<file path="src/rtl/apo_pkg.sv">
package apo_pkg;

   // Fixed field widths of the item and result formats (signed Q12.12 coordinates).
   localparam int COORD_BITS      = 24;
   localparam int HALF_BITS       = COORD_BITS - 1;
   localparam int STEP_BITS       = 16;
   localparam int ROUNDS_OUT_BITS = 13;

   // Configuration port geometry: seven 32-bit registers at byte addresses 4*i.
   localparam int CSR_ADDR_BITS = 5;
   localparam int CSR_DATA_BITS = 32;

   localparam logic [ROUNDS_OUT_BITS-1:0] ROUNDS_OUT_MAX = {ROUNDS_OUT_BITS{1'b1}};

   // Register reset values: half-extent 1.0 and step 0.1.
   localparam logic [HALF_BITS-1:0] HALF_RESET = HALF_BITS'(4096);
   localparam logic [STEP_BITS-1:0] STEP_RESET = STEP_BITS'(410);

   // Register indexes.
   localparam logic [2:0] REG_OFFSET_X = 3'd0;
   localparam logic [2:0] REG_OFFSET_Y = 3'd1;
   localparam logic [2:0] REG_OFFSET_Z = 3'd2;
   localparam logic [2:0] REG_HALF_X   = 3'd3;
   localparam logic [2:0] REG_HALF_Y   = 3'd4;
   localparam logic [2:0] REG_HALF_Z   = 3'd5;
   localparam logic [2:0] REG_STEP     = 3'd6;

   // Axis codes used to index the per-axis datapath registers.
   localparam logic [1:0] AXIS_X = 2'd0;
   localparam logic [1:0] AXIS_Y = 2'd1;
   localparam logic [1:0] AXIS_Z = 2'd2;

   typedef struct packed {
      logic signed [COORD_BITS-1:0] own_x;
      logic signed [COORD_BITS-1:0] own_y;
      logic signed [COORD_BITS-1:0] own_z;
      logic signed [COORD_BITS-1:0] query_x;
      logic signed [COORD_BITS-1:0] query_y;
      logic signed [COORD_BITS-1:0] query_z;
      logic [HALF_BITS-1:0]         query_half_x;
      logic [HALF_BITS-1:0]         query_half_y;
      logic [HALF_BITS-1:0]         query_half_z;
   } req_type;

   typedef struct packed {
      logic signed [COORD_BITS-1:0] resolved_x;
      logic signed [COORD_BITS-1:0] resolved_y;
      logic signed [COORD_BITS-1:0] resolved_z;
      logic                         was_overlapping;
      logic                         gave_up;
      logic [ROUNDS_OUT_BITS-1:0]   rounds_used;
   } rsp_type;

   typedef struct packed {
      logic signed [COORD_BITS-1:0] own_offset_x;
      logic signed [COORD_BITS-1:0] own_offset_y;
      logic signed [COORD_BITS-1:0] own_offset_z;
      logic [HALF_BITS-1:0]         own_half_x;
      logic [HALF_BITS-1:0]         own_half_y;
      logic [HALF_BITS-1:0]         own_half_z;
      logic [STEP_BITS-1:0]         step_amount;
   } cfg_type;

   // Commands from the controller to the datapath.
   typedef struct packed {
      logic load;
      logic prep;
      logic diff;
      logic check;
      logic next_probe;
      logic next_round;
      logic hit;
      logic give_up;
      logic emit;
   } cmd_type;

   // Status from the datapath to the controller.
   typedef struct packed {
      logic clear0;
      logic probe_clear;
      logic last_probe;
      logic last_round;
   } status_type;

   // Probe order within a round: x+, x-, z+, z-, y+, y-.
   function automatic logic [1:0] probe_axis(input logic [2:0] idx);
      logic [1:0] ax;
      case (idx[2:1])
         2'd0: ax = AXIS_X;
         2'd1: ax = AXIS_Z;
         default: ax = AXIS_Y;
      endcase
      return ax;
   endfunction

endpackage

</file>
<file path="src/rtl/apo_csr.sv">
module apo_csr
   import apo_pkg::*;
(
   input  logic                     clock,
   input  logic                     reset,
   input  logic                     psel,
   input  logic                     penable,
   input  logic                     pwrite,
   input  logic [CSR_ADDR_BITS-1:0] paddr,
   input  logic [CSR_DATA_BITS-1:0] pwdata,
   output logic [CSR_DATA_BITS-1:0] prdata,
   output logic                     pready,
   output cfg_type                  cfg
);

   cfg_type    cfg_ff;
   cfg_type    cfg_in;
   logic       wr_en;
   logic [2:0] reg_idx;

   assign pready  = 1'b1;
   assign wr_en   = psel & penable & pwrite;
   assign reg_idx = paddr[4:2];
   assign cfg     = cfg_ff;

   // Register write decode; writes beyond the last register are dropped.
   always_comb begin
      cfg_in = cfg_ff;
      if (wr_en) begin
         case (reg_idx)
            REG_OFFSET_X: cfg_in.own_offset_x = $signed(pwdata[COORD_BITS-1:0]);
            REG_OFFSET_Y: cfg_in.own_offset_y = $signed(pwdata[COORD_BITS-1:0]);
            REG_OFFSET_Z: cfg_in.own_offset_z = $signed(pwdata[COORD_BITS-1:0]);
            REG_HALF_X:   cfg_in.own_half_x   = pwdata[HALF_BITS-1:0];
            REG_HALF_Y:   cfg_in.own_half_y   = pwdata[HALF_BITS-1:0];
            REG_HALF_Z:   cfg_in.own_half_z   = pwdata[HALF_BITS-1:0];
            REG_STEP:     cfg_in.step_amount  = pwdata[STEP_BITS-1:0];
            default: cfg_in = cfg_ff;
         endcase
      end
   end

   always_ff @(posedge clock) begin
      if (reset) begin
         cfg_ff.own_offset_x <= '0;
         cfg_ff.own_offset_y <= '0;
         cfg_ff.own_offset_z <= '0;
         cfg_ff.own_half_x   <= HALF_RESET;
         cfg_ff.own_half_y   <= HALF_RESET;
         cfg_ff.own_half_z   <= HALF_RESET;
         cfg_ff.step_amount  <= STEP_RESET;
      end else begin
         cfg_ff <= cfg_in;
      end
   end

   // Read-back mux, values zero-extended to the bus width.
   always_comb begin
      case (reg_idx)
         REG_OFFSET_X: prdata = CSR_DATA_BITS'(unsigned'(cfg_ff.own_offset_x));
         REG_OFFSET_Y: prdata = CSR_DATA_BITS'(unsigned'(cfg_ff.own_offset_y));
         REG_OFFSET_Z: prdata = CSR_DATA_BITS'(unsigned'(cfg_ff.own_offset_z));
         REG_HALF_X:   prdata = CSR_DATA_BITS'(cfg_ff.own_half_x);
         REG_HALF_Y:   prdata = CSR_DATA_BITS'(cfg_ff.own_half_y);
         REG_HALF_Z:   prdata = CSR_DATA_BITS'(cfg_ff.own_half_z);
         REG_STEP:     prdata = CSR_DATA_BITS'(cfg_ff.step_amount);
         default: prdata = '0;
      endcase
   end

endmodule

</file>
<file path="src/rtl/apo_ctrl.sv">
module apo_ctrl
   import apo_pkg::*;
(
   input  logic       clock,
   input  logic       reset,
   input  logic       start,
   input  status_type stat,
   output cmd_type    cmd,
   output logic       busy
);

   typedef enum logic [2:0] {
      ST_IDLE,
      ST_PREP,
      ST_DIFF,
      ST_CHECK,
      ST_PROBE,
      ST_EMIT
   } state_type;

   state_type state_ff;
   state_type state_in;
   logic      busy_ff;

   assign busy = busy_ff;

   // Sequencing: set up the item, test it unmoved, then one probe per cycle.
   always_comb begin
      cmd      = '0;
      state_in = state_ff;
      case (state_ff)
         ST_IDLE: begin
            if (start) begin
               cmd.load = 1'b1;
               state_in = ST_PREP;
            end
         end
         ST_PREP: begin
            cmd.prep = 1'b1;
            state_in = ST_DIFF;
         end
         ST_DIFF: begin
            cmd.diff = 1'b1;
            state_in = ST_CHECK;
         end
         ST_CHECK: begin
            cmd.check = 1'b1;
            state_in  = stat.clear0 ? ST_EMIT : ST_PROBE;
         end
         ST_PROBE: begin
            if (stat.probe_clear) begin
               cmd.hit  = 1'b1;
               state_in = ST_EMIT;
            end else if (stat.last_probe) begin
               if (stat.last_round) begin
                  cmd.give_up = 1'b1;
                  state_in    = ST_EMIT;
               end else begin
                  cmd.next_round = 1'b1;
               end
            end else begin
               cmd.next_probe = 1'b1;
            end
         end
         ST_EMIT: begin
            cmd.emit = 1'b1;
            state_in = ST_IDLE;
         end
         default: state_in = ST_IDLE;
      endcase
   end

   always_ff @(posedge clock) begin
      if (reset) begin
         state_ff <= ST_IDLE;
         busy_ff  <= 1'b0;
      end else begin
         state_ff <= state_in;
         busy_ff  <= (state_in != ST_IDLE);
      end
   end

endmodule

</file>
<file path="src/rtl/apo_dp.sv">
module apo_dp
   import apo_pkg::*;
#(
   parameter int MAX_ROUNDS = 4096
) (
   input  logic       clock,
   input  logic       reset,
   input  cfg_type    cfg,
   input  req_type    req,
   input  cmd_type    cmd,
   output status_type stat,
   output logic       rsp_valid,
   output rsp_type    rsp_data
);

   localparam int CB    = COORD_BITS;
   localparam int AW    = CB + 1;                      // own center after offset
   localparam int FW    = CB + 2;                      // center difference
   localparam int RW    = $clog2(MAX_ROUNDS + 1);      // round counter
   localparam int MW    = RW + STEP_BITS;              // probe amount
   localparam int DW    = ((FW > MW + 1) ? FW : MW + 1) + 1;
   localparam int SW    = ((CB > MW) ? CB : MW) + 2;
   localparam int RXW   = (RW > ROUNDS_OUT_BITS) ? RW : ROUNDS_OUT_BITS;

   localparam logic [RW-1:0] LAST_ROUND = RW'(MAX_ROUNDS);

   req_type                req_ff;
   logic signed [AW-1:0]   a_ff     [3];
   logic [CB-1:0]          reach_ff [3];
   logic signed [FW-1:0]   diff_ff  [3];
   logic signed [CB-1:0]   q_w      [3];
   logic                   overlap_ff;
   logic                   found_ff;
   logic                   gave_ff;
   logic [2:0]             idx_ff;
   logic [RW-1:0]          round_ff;
   logic [MW-1:0]          amt_ff;
   logic                   rsp_valid_ff;
   rsp_type                rsp_ff;
   rsp_type                rsp_in;

   logic [1:0]             ax;
   logic signed [DW-1:0]   d_ext;
   logic signed [DW-1:0]   amt_ext;
   logic signed [DW-1:0]   d_probe;
   logic signed [DW-1:0]   reach_ext;
   logic [2:0]             axis_clear0;
   logic signed [SW-1:0]   q_sel_ext;
   logic signed [SW-1:0]   amt_sw;
   logic signed [SW-1:0]   moved;
   logic signed [SW-1:0]   sat_max;
   logic signed [SW-1:0]   sat_min;
   logic signed [CB-1:0]   moved_sat;
   logic [RXW-1:0]         rnd_x;

   assign rsp_valid = rsp_valid_ff;
   assign rsp_data  = rsp_ff;

   assign q_w[AXIS_X] = req_ff.query_x;
   assign q_w[AXIS_Y] = req_ff.query_y;
   assign q_w[AXIS_Z] = req_ff.query_z;

   // Item capture.
   always_ff @(posedge clock) begin
      if (cmd.load) begin
         req_ff <= req;
      end
   end

   // Own center with offset, and combined reach per axis.
   always_ff @(posedge clock) begin
      if (cmd.prep) begin
         a_ff[AXIS_X] <= $signed({req_ff.own_x[CB-1], req_ff.own_x})
                       + $signed({cfg.own_offset_x[CB-1], cfg.own_offset_x});
         a_ff[AXIS_Y] <= $signed({req_ff.own_y[CB-1], req_ff.own_y})
                       + $signed({cfg.own_offset_y[CB-1], cfg.own_offset_y});
         a_ff[AXIS_Z] <= $signed({req_ff.own_z[CB-1], req_ff.own_z})
                       + $signed({cfg.own_offset_z[CB-1], cfg.own_offset_z});
         reach_ff[AXIS_X] <= {1'b0, req_ff.query_half_x} + {1'b0, cfg.own_half_x};
         reach_ff[AXIS_Y] <= {1'b0, req_ff.query_half_y} + {1'b0, cfg.own_half_y};
         reach_ff[AXIS_Z] <= {1'b0, req_ff.query_half_z} + {1'b0, cfg.own_half_z};
      end
   end

   // Center difference per axis; kept exact so probes never wrap.
   always_ff @(posedge clock) begin
      if (cmd.diff) begin
         for (int i = 0; i < 3; i++) begin
            diff_ff[i] <= $signed({a_ff[i][AW-1], a_ff[i]})
                        - $signed({{(FW-CB){q_w[i][CB-1]}}, q_w[i]});
         end
      end
   end

   // Unmoved test: clear when some axis gap strictly exceeds the reach.
   always_comb begin
      for (int i = 0; i < 3; i++) begin
         axis_clear0[i] = (diff_ff[i] > $signed({2'b00, reach_ff[i]}))
                       || (diff_ff[i] < -$signed({2'b00, reach_ff[i]}));
      end
   end

   // One probe per cycle. The unmoved position overlaps on every axis, so a
   // probe is clear exactly when its moved axis is clear.
   always_comb begin
      ax        = probe_axis(idx_ff);
      d_ext     = DW'(diff_ff[ax]);
      amt_ext   = $signed({{(DW-MW){1'b0}}, amt_ff});
      d_probe   = idx_ff[0] ? (d_ext + amt_ext) : (d_ext - amt_ext);
      reach_ext = $signed({{(DW-CB){1'b0}}, reach_ff[ax]});
   end

   assign stat.clear0      = |axis_clear0;
   assign stat.probe_clear = (d_probe > reach_ext) || (d_probe < -reach_ext);
   assign stat.last_probe  = (idx_ff == 3'd5);
   assign stat.last_round  = (round_ff == LAST_ROUND);

   // Search counters and outcome flags.
   always_ff @(posedge clock) begin
      if (cmd.check) begin
         overlap_ff <= ~stat.clear0;
         found_ff   <= 1'b0;
         gave_ff    <= 1'b0;
         idx_ff     <= '0;
         round_ff   <= RW'(1);
         amt_ff     <= MW'(cfg.step_amount);
      end else begin
         if (cmd.next_probe) begin
            idx_ff <= idx_ff + 3'd1;
         end
         if (cmd.next_round) begin
            idx_ff   <= '0;
            round_ff <= round_ff + RW'(1);
            amt_ff   <= amt_ff + MW'(cfg.step_amount);
         end
         if (cmd.hit) begin
            found_ff <= 1'b1;
         end
         if (cmd.give_up) begin
            gave_ff <= 1'b1;
         end
      end
   end

   // Moved coordinate of the winning probe, saturated to the field range.
   always_comb begin
      q_sel_ext = SW'(q_w[ax]);
      amt_sw    = $signed({{(SW-MW){1'b0}}, amt_ff});
      moved     = idx_ff[0] ? (q_sel_ext - amt_sw) : (q_sel_ext + amt_sw);
      sat_max   = $signed({{(SW-CB+1){1'b0}}, {(CB-1){1'b1}}});
      sat_min   = $signed({{(SW-CB+1){1'b1}}, {(CB-1){1'b0}}});
      if (moved > sat_max) begin
         moved_sat = sat_max[CB-1:0];
      end else if (moved < sat_min) begin
         moved_sat = sat_min[CB-1:0];
      end else begin
         moved_sat = moved[CB-1:0];
      end
      rnd_x = RXW'(round_ff);
   end

   // Result formation.
   always_comb begin
      rsp_in.resolved_x      = req_ff.query_x;
      rsp_in.resolved_y      = req_ff.query_y;
      rsp_in.resolved_z      = req_ff.query_z;
      rsp_in.was_overlapping = overlap_ff;
      rsp_in.gave_up         = overlap_ff & gave_ff;
      rsp_in.rounds_used     = '0;
      if (overlap_ff) begin
         rsp_in.rounds_used = (rnd_x > RXW'(ROUNDS_OUT_MAX)) ? ROUNDS_OUT_MAX
                                                             : rnd_x[ROUNDS_OUT_BITS-1:0];
      end
      if (overlap_ff && found_ff) begin
         case (ax)
            AXIS_X: rsp_in.resolved_x = moved_sat;
            AXIS_Y: rsp_in.resolved_y = moved_sat;
            default: rsp_in.resolved_z = moved_sat;
         endcase
      end
   end

   always_ff @(posedge clock) begin
      if (cmd.emit) begin
         rsp_ff <= rsp_in;
      end
   end

   always_ff @(posedge clock) begin
      if (reset) begin
         rsp_valid_ff <= 1'b0;
      end else begin
         rsp_valid_ff <= cmd.emit;
      end
   end

endmodule

</file>
<file path="src/rtl/aabb_push_out_search.sv">
// Box overlap test with push-out search. An item is taken when start is high
// while busy is low; its result appears on rsp_data for a single cycle with
// rsp_valid high and must be captured then, since the receiver cannot stall.
// The block handles one item at a time: a query that is already clear of the
// own box passes through the prep, diff, check and emit states, and an
// overlapping one also tests probes between check and emit (six per round,
// one per cycle through a single add-and-compare unit, for at most
// MAX_ROUNDS rounds). busy drops in the cycle the result is shown, so the next
// item may be taken in that cycle. Configuration must be written over the
// APB-style port only while the block is idle; the block does not enforce it.
module aabb_push_out_search
   import apo_pkg::*;
#(
   parameter int MAX_ROUNDS = 4096
) (
   input  logic                     clock,
   input  logic                     reset,
   input  logic                     start,
   output logic                     busy,
   input  req_type                  req_data,
   output logic                     rsp_valid,
   output rsp_type                  rsp_data,
   input  logic                     psel,
   input  logic                     penable,
   input  logic                     pwrite,
   input  logic [CSR_ADDR_BITS-1:0] paddr,
   input  logic [CSR_DATA_BITS-1:0] pwdata,
   output logic [CSR_DATA_BITS-1:0] prdata,
   output logic                     pready
);

   cfg_type    cfg;
   cmd_type    cmd;
   status_type stat;

   // Configuration registers.
   apo_csr u_csr (
      .clock   (clock),
      .reset   (reset),
      .psel    (psel),
      .penable (penable),
      .pwrite  (pwrite),
      .paddr   (paddr),
      .pwdata  (pwdata),
      .prdata  (prdata),
      .pready  (pready),
      .cfg     (cfg)
   );

   // Search sequencer.
   apo_ctrl u_ctrl (
      .clock (clock),
      .reset (reset),
      .start (start),
      .stat  (stat),
      .cmd   (cmd),
      .busy  (busy)
   );

   // Arithmetic and result registers.
   apo_dp #(
      .MAX_ROUNDS (MAX_ROUNDS)
   ) u_dp (
      .clock     (clock),
      .reset     (reset),
      .cfg       (cfg),
      .req       (req_data),
      .cmd       (cmd),
      .stat      (stat),
      .rsp_valid (rsp_valid),
      .rsp_data  (rsp_data)
   );

endmodule

</file>
<file path="config.mk">
export PLATFORM = sky130hd
export DESIGN_NAME = aabb_push_out_search
export DESIGN_NICKNAME = d
export VERILOG_FILES = /design/src/rtl/apo_pkg.sv /design/src/rtl/apo_csr.sv /design/src/rtl/apo_ctrl.sv /design/src/rtl/apo_dp.sv /design/src/rtl/aabb_push_out_search.sv
export SDC_FILE = /design/constraint.sdc
export NUM_CORES = 2
export LEC_CHECK = 0
export BUFFER_PORTS_ARGS = -buffer_cell sky130_fd_sc_hd__buf_4
export CELL_PAD_IN_SITES_DETAIL_PLACEMENT = 1
export CELL_PAD_IN_SITES_GLOBAL_PLACEMENT = 1
export CORE_UTILIZATION = 40
export CTS_CLUSTER_DIAMETER = 60
export DETAILED_ROUTE_END_ITERATION = 8
export PLACE_DENSITY = 0.66
export SLEW_MARGIN = 0
export SYNTH_ARGS = -nofsm -noshare
export SYNTH_HDL_FRONTEND = slang
export SYNTH_HIERARCHICAL = 1
export SYNTH_SLANG_ARGS = --single-unit
</file>
<file path="constraint.sdc">
create_clock -name clock -period 46.7 [get_ports clock]
set_input_delay 7.005 -clock clock [delete_from_list [all_inputs] [get_ports clock]]
set_output_delay 7.005 -clock clock [all_outputs]
set_load 0.05 [all_outputs]
</file>
* After elaboration in Yosys (flattened, before gate mapping)
Memory sizes are Yosys's and may differ from the RTL's. Cells that the tools add are included.
Word-level totals: flip-flop bits (word level) 510, bits in writable memories 225, output and inout port bits 122, logic and storage cells 149, memories kept 3
Memories:
- u_dp.diff_ff | depth 3, width 26, read ports 4, clocked after memory_dff 0, write ports 3, line apo_dp.sv:30 | logic signed [FW-1:0] diff_ff [3];
- u_dp.a_ff | depth 3, width 25, read ports 3, clocked after memory_dff 0, write ports 3, line apo_dp.sv:28 | logic signed [AW-1:0] a_ff [3];
- u_dp.reach_ff | depth 3, width 24, read ports 4, clocked after memory_dff 0, write ports 3, line apo_dp.sv:29 | logic [CB-1:0] reach_ff [3];
Operators by class: add/subtract/negate cells 20, magnitude comparators 12, eq/ne operators 15, multiplexer cells 41, bitwise logic cells 5, reduce and logical (&&, ||, !) cells 21
Operator list (count):
- two-way mux 24 bit | 7
- one-hot mux 24 bit (7 select lines) | 1
- > comparator 26 x 25 -> 1 bit | 3
- less-than comparator 26 bit | 3
- negator 24 -> 26 bit | 3
- subtractor 25 x 24 -> 26 bit | 3
- adder 24 x 24 -> 25 bit | 3
- adder 23 x 23 -> 24 bit | 3
- two-way mux 72 bit | 1
- two-way mux 31 bit | 2
- binary-select mux 24 bit (select 2 bit) | 1
- two-way mux 16 bit | 2
- adder 24 x 30 -> 31 bit | 1
- adder 26 x 30 -> 31 bit | 1
- > comparator 31 x 24 -> 1 bit (second input constant) | 1
- > comparator 31 x 25 -> 1 bit | 1
- less-than comparator 31 x 24 -> 1 bit (second input constant) | 1
- less-than comparator 31 bit | 1
- negator 24 -> 31 bit | 1
- subtractor 24 x 30 -> 31 bit | 1
- subtractor 26 x 30 -> 31 bit | 1
- adder 29 x 16 -> 29 bit | 1
- equality test 3 bit (second input constant) | 6
- two-way mux 1 bit | 18
- 26 further kinds | 48

* Depth between registers and ports, before layout
word-level depth 13, mapped depth 46, gate-level depth less buffers 37

* By module
Netlist, hierarchy kept.
By module, submodules not included:
- apo_dp | instances 1, cells an instance 4082, area an instance 40955.5 um2, sequential area each 16916.2 um2
- apo_csr | instances 1, cells an instance 724, area an instance 7522.2 um2, sequential area each 3143.0 um2
- apo_ctrl | instances 1, cells an instance 31, area an instance 269.0 um2, sequential area each 80.1 um2

* Worst setup path after synthesis
No wires, ideal clock.
path kind input-to-reg, start in start, end reg u_dp.req_ff (netlist bit u_dp/q_w[0]), enable pin, library setup time 1089 ps, arrival 22165 ps, required time 45611 ps, slack 23446 ps, stages 1, cell sequence nor3b_1
Between the ends: word-level cells in the longest chain between the ends 2
Ends and longest elaborated chain:
- start: declaration | line aabb_push_out_search.sv:18 | input logic start,
- two-way mux 1 bit | line apo_ctrl.sv:33 | if (start) begin
- two-way mux 1 bit | line apo_ctrl.sv:31 | case (state_ff)
- end signal: assignment | line apo_dp.sv:66 | req_ff <= req;
- end: declaration | line apo_dp.sv:27 | req_type req_ff;
Every way passes these cells. A chain may end at the register's enable or synchronous reset.

* Final worst setup path
start in paddr[3], end out prdata[8]
Between the ends: word-level cells in the longest chain between the ends 2
Ends and longest elaborated chain:
- start: declaration | line aabb_push_out_search.sv:26 | input logic [CSR_ADDR_BITS-1:0] paddr,
- equality test 3 bit (tied with other cells) | line apo_csr.sv:59 | case (reg_idx)
- one-hot mux 24 bit (7 select lines) (*) | line apo_csr.sv:59
- end: declaration | line aabb_push_out_search.sv:28 | output logic [CSR_DATA_BITS-1:0] prdata,
Every way passes the cells marked *; elsewhere a longest branch is shown, timed or not.

==> results.ini <==
[sta]
final_hold_viol_count=0
rsz0062_at_grt=no
holdWs_ps=473
tightestPinTransition_ps=1160
relSlewSlack_pct=22.8
drv_slew=0
max_freq_mhz=60.4
min_period_ps=16540
clock_skew_ps=35.4
fin_tns_setup_ps=0
setup_viol=0
period_share_pct=35.4

[cts]
clock_latency_ps=710
cts.clk_slew.worst_paths_ps=50
clockBufferDepth=3
htree_levels=3
clock-root-buffer=clkbuf_16
cts_buffers=99
cts_num_sinks=735
cts_hold_buf=0
cts_resized=0
tritoncts=yes
post_cts_buffers=0

[flow_run]
max_cap_viol_count=0

[routing]
drt_iter0_drc=1839
drtAntennaViolNets=0
vias=37753
drcViolationCount=0
wirelength_um=162000
wl_per_cell_um=23.4
firstDrtPassIters=5
via_per_inst=5.48

[floorplanning]
io_pins=378
die_y_um=351
start_util_pct=40.5
core_area_um2=120000
dieArea_um2=123000
rows=127
die_x_um=351

[setup_path]
worstReg2RegStart=u_dp/idx_ff[1]$_SDFFE_PP0P_
crit_type=in -> out
crit_start=paddr[3]
critPathArrivalTime_ps=9540
cp-end-kind=output port
cp_max_fo=51
worstPathRequired_ps=39690
worstSetupStartpointType=input port
r2r_setup_slack_ps=37650

[place]
place_congestion=0.903
port_buffers=358
hpwl_um=130000
dp.cells=6704

[yosys]
syn_avg_cell_area_um2=10.1
yosys_warnings=6
synth-edff-count=542
synth-main-ff-cell=edfxtp_1
ys_ff_latch=735
async_flop_share_pct=0
syn_area_um2=48700
ys_seq_area_share_pct=41.3
ys_types=99
synth_cells=4837

[layout]
drive_above_1_share_pct=12.7
area_delta_synth_final_pct=15.7
nets=5938
num-fill-cells=13509
fin_cells=6892

[power_and_ir_drop]
powerDensity_nw_per_um2=61.7
ir_drop_mv=0.0351
p_leak_nw=23.7
power_mw=3.48

[min_path]
min_from=u_dp/gave_ff$_SDFFE_PP0P_
hold_path.class=reg -> reg

[global_route]
grt_max_degree=174
grt_pass1_vias=39306
grt_first_pass_wirelength_um=239000
grt_antenna_before_repair=10
grt_overflow=0
grt_usage_pct=26.0

[outcome]
status=completed

==> through the flow <==
step           utilization [%]  setup slack [ps]  area [µm²]
2_1_floorplan                -             23450       48800
3_3_place_gp              44.0             30250       53000
3_5_place_dp              44.0             30240       53000
4_1_cts                   46.8             30240       56400
5_1_grt                   46.8             30210       56400
6_report                  46.8             30160       56400
==> worst max-delay path, cell delays in order <==
cell	delay, ps
buf_4	360
nand2b_1	630
o221a_2	460
a221oi_1	690
buf_4	330
==> cells by family (layout without fill, tap and decap cells) <==
family	Yosys count	count (layout)	synth area share (%)
and+or+nand+nor	1355	1355	13.6
AOI/OAI and AO/OA	1046	1046	14.2
DFF	735	735	41.3
buffers and inverters	514	947	4.38
adders and majority gates	502	502	13.0
xor gates and xnor gates	368	368	6.92
muxes	315	315	6.51
other	2	12	0.0154
==> routing by layer <==
metal	track usage, %	wire [µm]	part of all wire [%]	up-vias
met3	3.14	6320	3.9	214
met2	42.9	75200	47	762
li1	-	-	-	18166
met5	0	0	0	-
met4	8.51	4920	3.0	0
met1	35.1	75100	46	18611
==> cells in the mapped netlist (all sizes together) (12+ instances only) <==
cell / instances / area (µm²)
o21bai: 13 / 97.6
o221a: 18 / 203
nand4: 44 / 275
or3: 12 / 75.1
clkbuf: 76 / 285
or2: 20 / 128
a221oi: 18 / 158
nand2b: 202 / 1260
nand2: 313 / 1180
buf: 68 / 462
edfxtp: 542 / 16300
nor2: 402 / 1510
dfxtp: 193 / 3860
fa: 12 / 240
and3: 26 / 163
xor2: 82 / 726
maj3: 13 / 130
nor3: 84 / 432
a21oi: 278 / 1620
and2: 44 / 275
o21a: 90 / 676
nor2b: 64 / 400
xnor2: 278 / 2460
o211ai: 26 / 195
a211oi: 35 / 273
inv: 370 / 1390
nand3: 63 / 315
a21boi: 59 / 443
nor4: 37 / 268
mux2i: 297 / 2970
o41ai: 13 / 114
a31oi: 39 / 244
a21o: 69 / 518
o31ai: 27 / 208
mux2: 18 / 203
o21ai: 273 / 1370
ha: 477 / 5970
==> final timing paths <==
| check | depth (start not counted) | end |
|---|---|---|
| max | 5 | prdata[8] |
| min | 2 | u_dp/gave_ff$_SDFFE_PP0P_ |
| max reg2reg | 31 | u_dp/amt_ff[22]$_SDFFE_PP0P_ |
| min reg2reg | 2 | u_dp/gave_ff$_SDFFE_PP0P_ |
==> where the power goes <==
group	switching, mW	internal, mW	leakage, nW
combinational	1.03	0.667	15.5
clock	0.324	0.452	1.63
sequential	0.132	0.880	6.58
total	1.48	2.00	23.7
==> area by class of cell <==
type | count | area [µm²] | area share, %
Tap cell | 1612 | 2020 | 3.58
Clock inverter | 66 | 751 | 1.33
Multi-Input combinational cell | 3595 | 26500 | 47.0
Clock buffer | 119 | 2600 | 4.61
Timing Repair Buffer | 392 | 2970 | 5.26
Antenna cell | 3 | 7.51 | 0.0133
Inverter | 370 | 1390 | 2.46
Sequential cell | 735 | 20100 | 35.7
==> layout by cell type (no fill, tap or decap), types with 39 or more instances in the layout <==
cell type / count
nor2_1: 402
clkbuf_16: 99
nand2b_1: 202
nor3_1: 82
dfxtp_1: 191
a21boi_0: 58
inv_1: 369
xnor2_1: 274
o21ai_1: 45
nand3_1: 62
a21o_1: 69
o21a_1: 90
and2_1: 44
nor2b_1: 64
ha_1: 477
a21oi_1: 256
edfxtp_1: 542
mux2i_1: 297
nand4_1: 44
buf_4: 390
o21ai_0: 228
xor2_1: 81
a31oi_1: 39
nand2_1: 312
==> sequential cells by signal, indices dropped and copies added (netlist names) <==
signal,count
u_dp/gave_ff,1
u_ctrl/state_ff,3
u_dp/reach_ff,72
u_ctrl/busy,1
u_csr/cfg,157
u_dp/rsp_valid,1
u_dp/q_w,72
u_dp/diff_ff,78
u_dp/req_ff,141
u_dp/amt_ff,29
u_dp/rsp_data,87
u_dp/found_ff,1
u_dp/a_ff,75
u_dp/idx_ff,3
u_dp/overlap_ff,1
u_dp/rnd_x,13
Note: power is estimated with default switching activity, not from simulation.
